**config.mk**
```make
export PLATFORM = sky130hd
export DESIGN_NAME = q24_alu_div
export DESIGN_NICKNAME = d
export VERILOG_FILES = /design/src/design/q24_alu_pkg.sv /design/src/design/q24_alu_div.sv
export SDC_FILE = /design/constraint.sdc
export NUM_CORES = 2
export LEC_CHECK = 0
export BUFFER_PORTS_ARGS = -buffer_cell sky130_fd_sc_hd__buf_4
export CORE_AREA = 2 2 560 562
export DETAILED_ROUTE_END_ITERATION = 16
export DIE_AREA = 0 0 562 564
export GPL_TIMING_DRIVEN = 0
export PLACE_DENSITY = 0.59
export SETUP_SLACK_MARGIN = 0.2
export SYNTH_ARGS = -nofsm -noshare
export SYNTH_HDL_FRONTEND = slang
export SYNTH_SLANG_ARGS = --single-unit
```
**constraint.sdc**
```tcl
create_clock -name clk -period 18.4 [get_ports clk]
set_input_delay 0.92 -clock clk [delete_from_list [all_inputs] [get_ports clk]]
set_output_delay 0.92 -clock clk [all_outputs]
set_load 0.1 [all_outputs]
```
**src/design/q24_alu_pkg.sv**
```systemverilog
package q24_alu_pkg;

  localparam int unsigned FracBitsDef = 8;
  localparam int unsigned DataW = 32;
  // Quotient bits resolved per divider stage
  localparam int unsigned DivBits = 4;

  typedef enum logic [3:0] {
    CMD_ADD    = 4'd0,
    CMD_SUB    = 4'd1,
    CMD_MUL    = 4'd2,
    CMD_DIV    = 4'd3,
    CMD_CMP    = 4'd4,
    CMD_MIN    = 4'd5,
    CMD_MAX    = 4'd6,
    CMD_INC    = 4'd7,
    CMD_DEC    = 4'd8,
    CMD_TO_INT = 4'd9
  } cmd_t;

  typedef enum logic [1:0] {
    ST_OK      = 2'd0,
    ST_DIVZERO = 2'd1,
    ST_SAT     = 2'd2
  } status_t;

  typedef struct packed {
    logic [3:0]        command;
    logic signed [31:0] operand_a;
    logic signed [31:0] operand_b;
  } in_item_t;

  typedef struct packed {
    logic signed [31:0] result;
    logic               is_less;
    logic               is_equal;
    logic               is_greater;
    logic [1:0]         status;
  } out_item_t;

  // Per-stage side information that rides next to the divider
  typedef struct packed {
    logic [3:0]         command;
    logic signed [31:0] simple;
    logic               is_less;
    logic               is_equal;
    logic               is_greater;
    logic               neg;
    logic               b_zero;
    logic [63:0]        prod_mag;
  } side_t;

endpackage

```
**src/design/q24_alu_div.sv**
```systemverilog
// Pipelined restoring divider: BitsPerStage quotient bits per stage.
// Computes q = floor(num / den) with the remainder; num is NumW bits, den DenW bits.
module q24_alu_div #(
  parameter int unsigned NumW = 40,
  parameter int unsigned DenW = 32,
  parameter int unsigned BitsPerStage = q24_alu_pkg::DivBits
) (
  input  logic            clk,
  input  logic            adv,
  input  logic [NumW-1:0] num,
  input  logic [DenW-1:0] den,
  output logic [NumW-1:0] quo,
  output logic [DenW:0]   rem,
  output logic [DenW-1:0] den_out
);
  localparam int unsigned Stages = (NumW + BitsPerStage - 1) / BitsPerStage;
  localparam int unsigned TotW = Stages * BitsPerStage;

  logic [TotW-1:0] q_r   [Stages+1];
  logic [DenW:0]   rem_r [Stages+1];
  logic [DenW-1:0] den_r [Stages+1];

  always_comb begin
    q_r[0]   = TotW'(num);
    rem_r[0] = '0;
    den_r[0] = den;
  end

  for (genvar s = 0; s < Stages; s++) begin : g_st
    logic [TotW-1:0] q_nxt;
    logic [DenW:0]   rem_nxt;
    logic [TotW-1:0] q_st_r;
    logic [DenW:0]   rem_st_r;
    logic [DenW-1:0] den_st_r;

    always_comb begin
      logic [DenW+1:0] t;
      q_nxt   = q_r[s];
      rem_nxt = rem_r[s];
      for (int k = 0; k < int'(BitsPerStage); k++) begin
        t = {rem_nxt, q_nxt[TotW-1]};
        q_nxt = {q_nxt[TotW-2:0], 1'b0};
        if (t >= {2'b00, den_r[s]}) begin
          t = t - {2'b00, den_r[s]};
          q_nxt[0] = 1'b1;
        end
        rem_nxt = t[DenW:0];
      end
    end

    always_ff @(posedge clk) begin
      if (adv) begin
        q_st_r   <= q_nxt;
        rem_st_r <= rem_nxt;
        den_st_r <= den_r[s];
      end
    end

    always_comb begin
      q_r[s+1]   = q_st_r;
      rem_r[s+1] = rem_st_r;
      den_r[s+1] = den_st_r;
    end
  end

  assign quo     = q_r[Stages][NumW-1:0];
  assign rem     = rem_r[Stages];
  assign den_out = den_r[Stages];
endmodule

```
# Word level (Yosys, flattened, before mapping)
# Index checks and enable logic that the tools add are counted.
# W data, S select, Z words.
# totals
reg_bits	1050
output_inout_bits	105
wordCells	190
# classes
add_sub_neg	40
n_lt_le_gt_ge	40
muxes	80
# op_table
cell	n
$ge A34 B32 Y1	39
$mux W33	40
$sub A33 B32 Y33	39
$mux W1	40
$sub A1 B32 Y33	1
$ge A1 B32 Y1	1

# Depth between registers and ports, before layout
# logic_depth
depth_word	8
mapped_depth	64
mapped_depth_nobuf	57

# Worst setup path after synthesis
# Ideal clock, no wire load.
# synth_timing
kind	register to register
startpoint	register g_st[1].den_st_r[1]
endpoint	register g_st[2].rem_st_r[31] (data pin)
setup_time_ps	129
arrival_ps	12962
required_ps	18271
setup_slack_ps	5309
path_stages_with_launch	58
path_buffers	6
path_cell_list	edfxtp_1 inv_1 fa_1 a211oi_1 nor2_1 o22a_1 a2111o_1 o31a_1 a21oi_2 o41a_1 buf_2 buf_1 mux2_2 ha_1 nor2b_1 o31a_1 o2111ai_1 or3b_1 [22 not listed] clkbuf_1 nor2_1 a21oi_1 ha_1 nor2b_1 o21a_1 o21ai_0 a21oi_1 a221o_1 a31o_2 a21o_1 a21o_1 nand4_1 a31oi_1 o41ai_1 or4b_2 o211ai_1 mux2_2
# synth_via
elab_chain_len	8
word_cells_on_any_way	12
# synth_lines
item	line	source
start: declaration	q24_alu_div.sv:34	logic [DenW-1:0] den_st_r;
start signal: assignment	q24_alu_div.sv:55	den_st_r <= den_r[s];
$sub A33 B32 Y33 / $ge A34 B32 Y1 (equally long branches)	q24_alu_div.sv:44, q24_alu_div.sv:43	
$mux W33	q24_alu_div.sv:43	if (t >= {2'b00, den_r[s]}) begin
$sub A33 B32 Y33 / $ge A34 B32 Y1 (equally long branches)	q24_alu_div.sv:44, q24_alu_div.sv:43	
$mux W33	q24_alu_div.sv:43	
$sub A33 B32 Y33 / $ge A34 B32 Y1 (equally long branches)	q24_alu_div.sv:44, q24_alu_div.sv:43	
$mux W33	q24_alu_div.sv:43	
$sub A33 B32 Y33 / $ge A34 B32 Y1 (equally long branches)	q24_alu_div.sv:44, q24_alu_div.sv:43	
$mux W33 (*)	q24_alu_div.sv:43	
end signal: assignment	q24_alu_div.sv:54	rem_st_r <= rem_nxt;
end: declaration	q24_alu_div.sv:33	logic [DenW:0] rem_st_r;
# Every way passes the cells marked *; elsewhere a longest branch is shown, timed or not.
# A chain may end at the register's enable or synchronous reset.

# Final worst setup path
# layout_timing
startpoint	register g_st[0].den_st_r[21]
endpoint	register g_st[1].rem_st_r[27] (data pin)
# layout_via
elab_chain_len	8
word_cells_on_any_way	12
# layout_lines
item	line
start: declaration	q24_alu_div.sv:34
start signal: assignment	q24_alu_div.sv:55
$sub A33 B32 Y33 / $ge A34 B32 Y1 (equally long branches)	q24_alu_div.sv:44, q24_alu_div.sv:43
$mux W33	q24_alu_div.sv:43
$sub A33 B32 Y33 / $ge A34 B32 Y1 (equally long branches)	q24_alu_div.sv:44, q24_alu_div.sv:43
$mux W33	q24_alu_div.sv:43
$sub A33 B32 Y33 / $ge A34 B32 Y1 (equally long branches)	q24_alu_div.sv:44, q24_alu_div.sv:43
$mux W33	q24_alu_div.sv:43
$sub A33 B32 Y33 / $ge A34 B32 Y1 (equally long branches)	q24_alu_div.sv:44, q24_alu_div.sv:43
$mux W33 (*)	q24_alu_div.sv:43
end signal: assignment	q24_alu_div.sv:54
end: declaration	q24_alu_div.sv:33
# Marks and branches as above.

==> flow_metrics.py <==
metrics = {
    "timing": {
        "period_share_pct": 92.9,
        "final-setup-viol-count": 0,
        "max_slew_margin_pct": 16.4,
        "clock_skew_ps": 86.7,
        "rsz0062_at_grt": "false",
        "fin_setup_tns_ps": 0,
        "finalHoldViolCount": 0,
        "fmax_mhz": 58.5,
        "min_period_ps": 17090,
        "slew_violations": 0,
        "max_slew.worst_pin.slew_ps": 1240,
    },
    "worst_setup_path": {
        "worstReg2RegStart": "g_st[0].den_st_r[21]",
        "cpLargestDelayFamily": "compound AO/OA/AOI/OAI gates",
        "worst_r2r_endpoint": "g_st[1].rem_st_r[27]",
        "r2r_slack_ps": 1310,
        "cpPeakStageDelay_ps": 600,
        "worst_path_most_repeated_cell": "a21oi_1",
        "path_class": "reg -> reg",
        "cp.required_ps": 18870,
        "crit_path_end_kind": "register",
        "path_buf_inv": 12,
        "slowest_stage": "clkbuf_1",
        "cp_max_fo": 10,
        "cp_data_arrival_time_ps": 17560,
        "r2r_cells": 57,
        "startpoint_type": "register",
    },
    "global_routing": {
        "antenna_found_initial": 13,
        "grt_util_all_layers_pct": 20.8,
        "grt_pass1_wl_mm": 516,
        "grt_max_degree": 167,
        "grt_pass1_vias": 87873,
        "grt_overflow": 0,
    },
    "finish": {
        "drive_gt1_share_pct": 8.89,
        "fillerInstances": 31741,
        "finish.net_count": 13863,
        "syn2layout_area_growth_pct": 10.5,
    },
    "die": {
        "die_area_mm2": 0.317,
        "start_util_pct": 34.8,
        "fp.dieH_um": 564,
        "placementRows": 205,
        "core_region_area_mm2": 0.311,
        "io_pins": 179,
        "fp.dieW_um": 562,
    },
    "logic_synthesis": {
        "synth_edf_count": 1050,
        "synth_nets": 13537,
        "synth-seq-area-share_pct": 29.1,
        "synth_top_area_cell": "edfxtp_1",
        "ys_warn_count": 0,
        "async_reset_ff_share_pct": 0,
        "synth.area.top_cells": "edfxtp_1, ha_1, xnor2_1, a21oi_1, mux2_2",
        "syn-instance-count": 12174,
        "synthFlopType": "edfxtp_1",
        "synthDistinctLibCells": 112,
        "postSynthAreaPerCell_um2": 8.90,
        "netlist_area_mm2": 0.108,
        "ys_ff_latch": 1050,
        "synth_top_area_share_pct": 29.1,
    },
    "clock_tree": {
        "postCtsSetupBuffers": 0,
        "clkSinkCount": 1050,
        "clk_pin_slew_ps": 80,
        "clockBufferDepth": 4,
        "clock_latency_ps": 830,
        "clockRootBuffer": "clkbuf_16",
        "cts_buffers": 139,
        "cts.htree.levels": 4,
        "cts_tree": "done",
    },
    "detailed_routing": {
        "vias": 92930,
        "routedWlPerCell_um": 20.5,
        "drt-total-wl_mm": 343,
        "drc": 0,
        "viasPerCell": 5.55,
        "drt-pass1-iter-count": 6,
        "antenna_left": 0,
        "drtIter0Drc": 8167,
    },
    "placement": {
        "io_buffers": 178,
        "place.gp.congestion": 0.954,
        "dpl.hpwl_mm": 281,
    },
    "min_path": {
        "min_path_cells": 1,
        "min_path_type": "in -> reg",
        "worstHoldStart": "num[33]",
        "holdPathEnd": "g_st[0].q_st_r[37]",
    },
    "run_status": {
        "outcome": "complete, no violations",
    },
    "job": {
        "cap_violations": 0,
    },
}
cells in the final DEF (no fill, tap or decap), types with 69 or more instances in the layout:
cell type,synthesis,final
a21oi_1,1280,1280
ha_1,1250,1250
edfxtp_1,1050,1050
nand2_1,905,905
nor2_1,895,895
o21ai_0,829,827
inv_1,760,760
xnor2_1,736,736
a21o_1,562,562
mux2_2,470,470
xor2_1,314,314
nand3_1,228,228
buf_4,15,192
o21a_1,186,186
clkbuf_1,167,185
nand2b_1,184,184
nor2b_1,178,178
nor3_1,172,172
o21bai_1,170,170
nand4_1,159,159
clkbuf_16,0,146
and3_1,120,120
a31oi_1,104,104
a211oi_1,103,103
mux2i_1,89,89
o31ai_1,88,88
and2_1,75,75
nor4_1,69,69
kinds of logic after synthesis:
| family | count (synthesis) | share of synthesized area (%) |
|---|---|---|
| compound gates | 3904 | 22.8 |
| simple gates | 3221 | 14.2 |
| fa+ha+maj | 1289 | 15.2 |
| xor+xnor | 1050 | 8.49 |
| flops | 1050 | 29.1 |
| buf+inv | 1037 | 3.76 |
| mux | 623 | 6.48 |
routing by layer:
layer | wire length, µm | up-vias | GRT usage [%]
met2 | 159000 | 2529 | 35.2
met1 | 152000 | 43862 | 27.3
li1 | - | 46022 | -
met4 | 12600 | 0 | 7.24
met5 | 0 | - | 0
met3 | 19400 | 517 | 2.49
per-stage QoR:
stage	hold WS [ps]	cells	area (µm²)	utilization, %	setup WS, ps
floorplan	400	12174	108000	-	5310
global placement	401	16492	115000	36.9	532
CTS	198	16745	120000	38.5	369
detailed placement	405	16499	115000	37.0	382
global route	222	16747	120000	38.5	226
finish	260	16751	120000	38.5	1310
cell type report:
cell class              instances  area [µm²]  area share [%]
multi-input cells           10087       72700            60.8
flip-flops and latches       1050       31500            26.3
well taps                    4140        5180            4.33
clock buffers                 170        3740            3.13
inverters                     770        2890            2.42
repair buffers                185        1540            1.29
plain buffers                 267        1200            1.00
clock inverters                76         828           0.692
diodes                          6        15.0          0.0125
cells in the mapped netlist (120+ instances only):
cell type     n
a21o_1      562
a21oi_1    1280
and3_1      120
clkbuf_1    167
edfxtp_1   1050
ha_1       1250
inv_1       760
mux2_2      470
nand2_1     905
nand2b_1    184
nand3_1     228
nand4_1     159
nor2_1      895
nor2b_1     178
nor3_1      172
o21a_1      186
o21ai_0     829
o21bai_1    170
xnor2_1     736
xor2_1      314
state kept, by name (all words and copies together) (netlist names):
signal         flops
g_st.q_st_r      360
g_st.rem_st_r    297
g_st.den_st_r    288
quo               40
rem               33
den_out           32
how the worst max path moves through the flow:
stage / from / endpoint / slack [ps] / cells after the start
6_report: g_st[0].den_st_r[21] / g_st[1].rem_st_r[27] / 1310 / 57
5_1_grt: g_st[8].den_st_r[5] / rem[25] / 230 / 61
4_1_cts: g_st[8].den_st_r[5] / rem[7] / 370 / 58
3_5_place_dp: g_st[8].den_st_r[5] / rem[7] / 380 / 58
3_3_place_gp: g_st[8].den_st_r[5] / rem[7] / 530 / 59
2_1_floorplan: g_st[1].den_st_r[1] / g_st[2].rem_st_r[31] / 5310 / 57
what timing repair did:
action,in CTS,in global routing
endpoints found under the setup margin,0,108
hold buffers,0,0
gates resized for setup,0,22
Power is left out: the tool's default activity adds up to more than one toggle a clock period on the data nets, which glitch-free logic cannot reach.
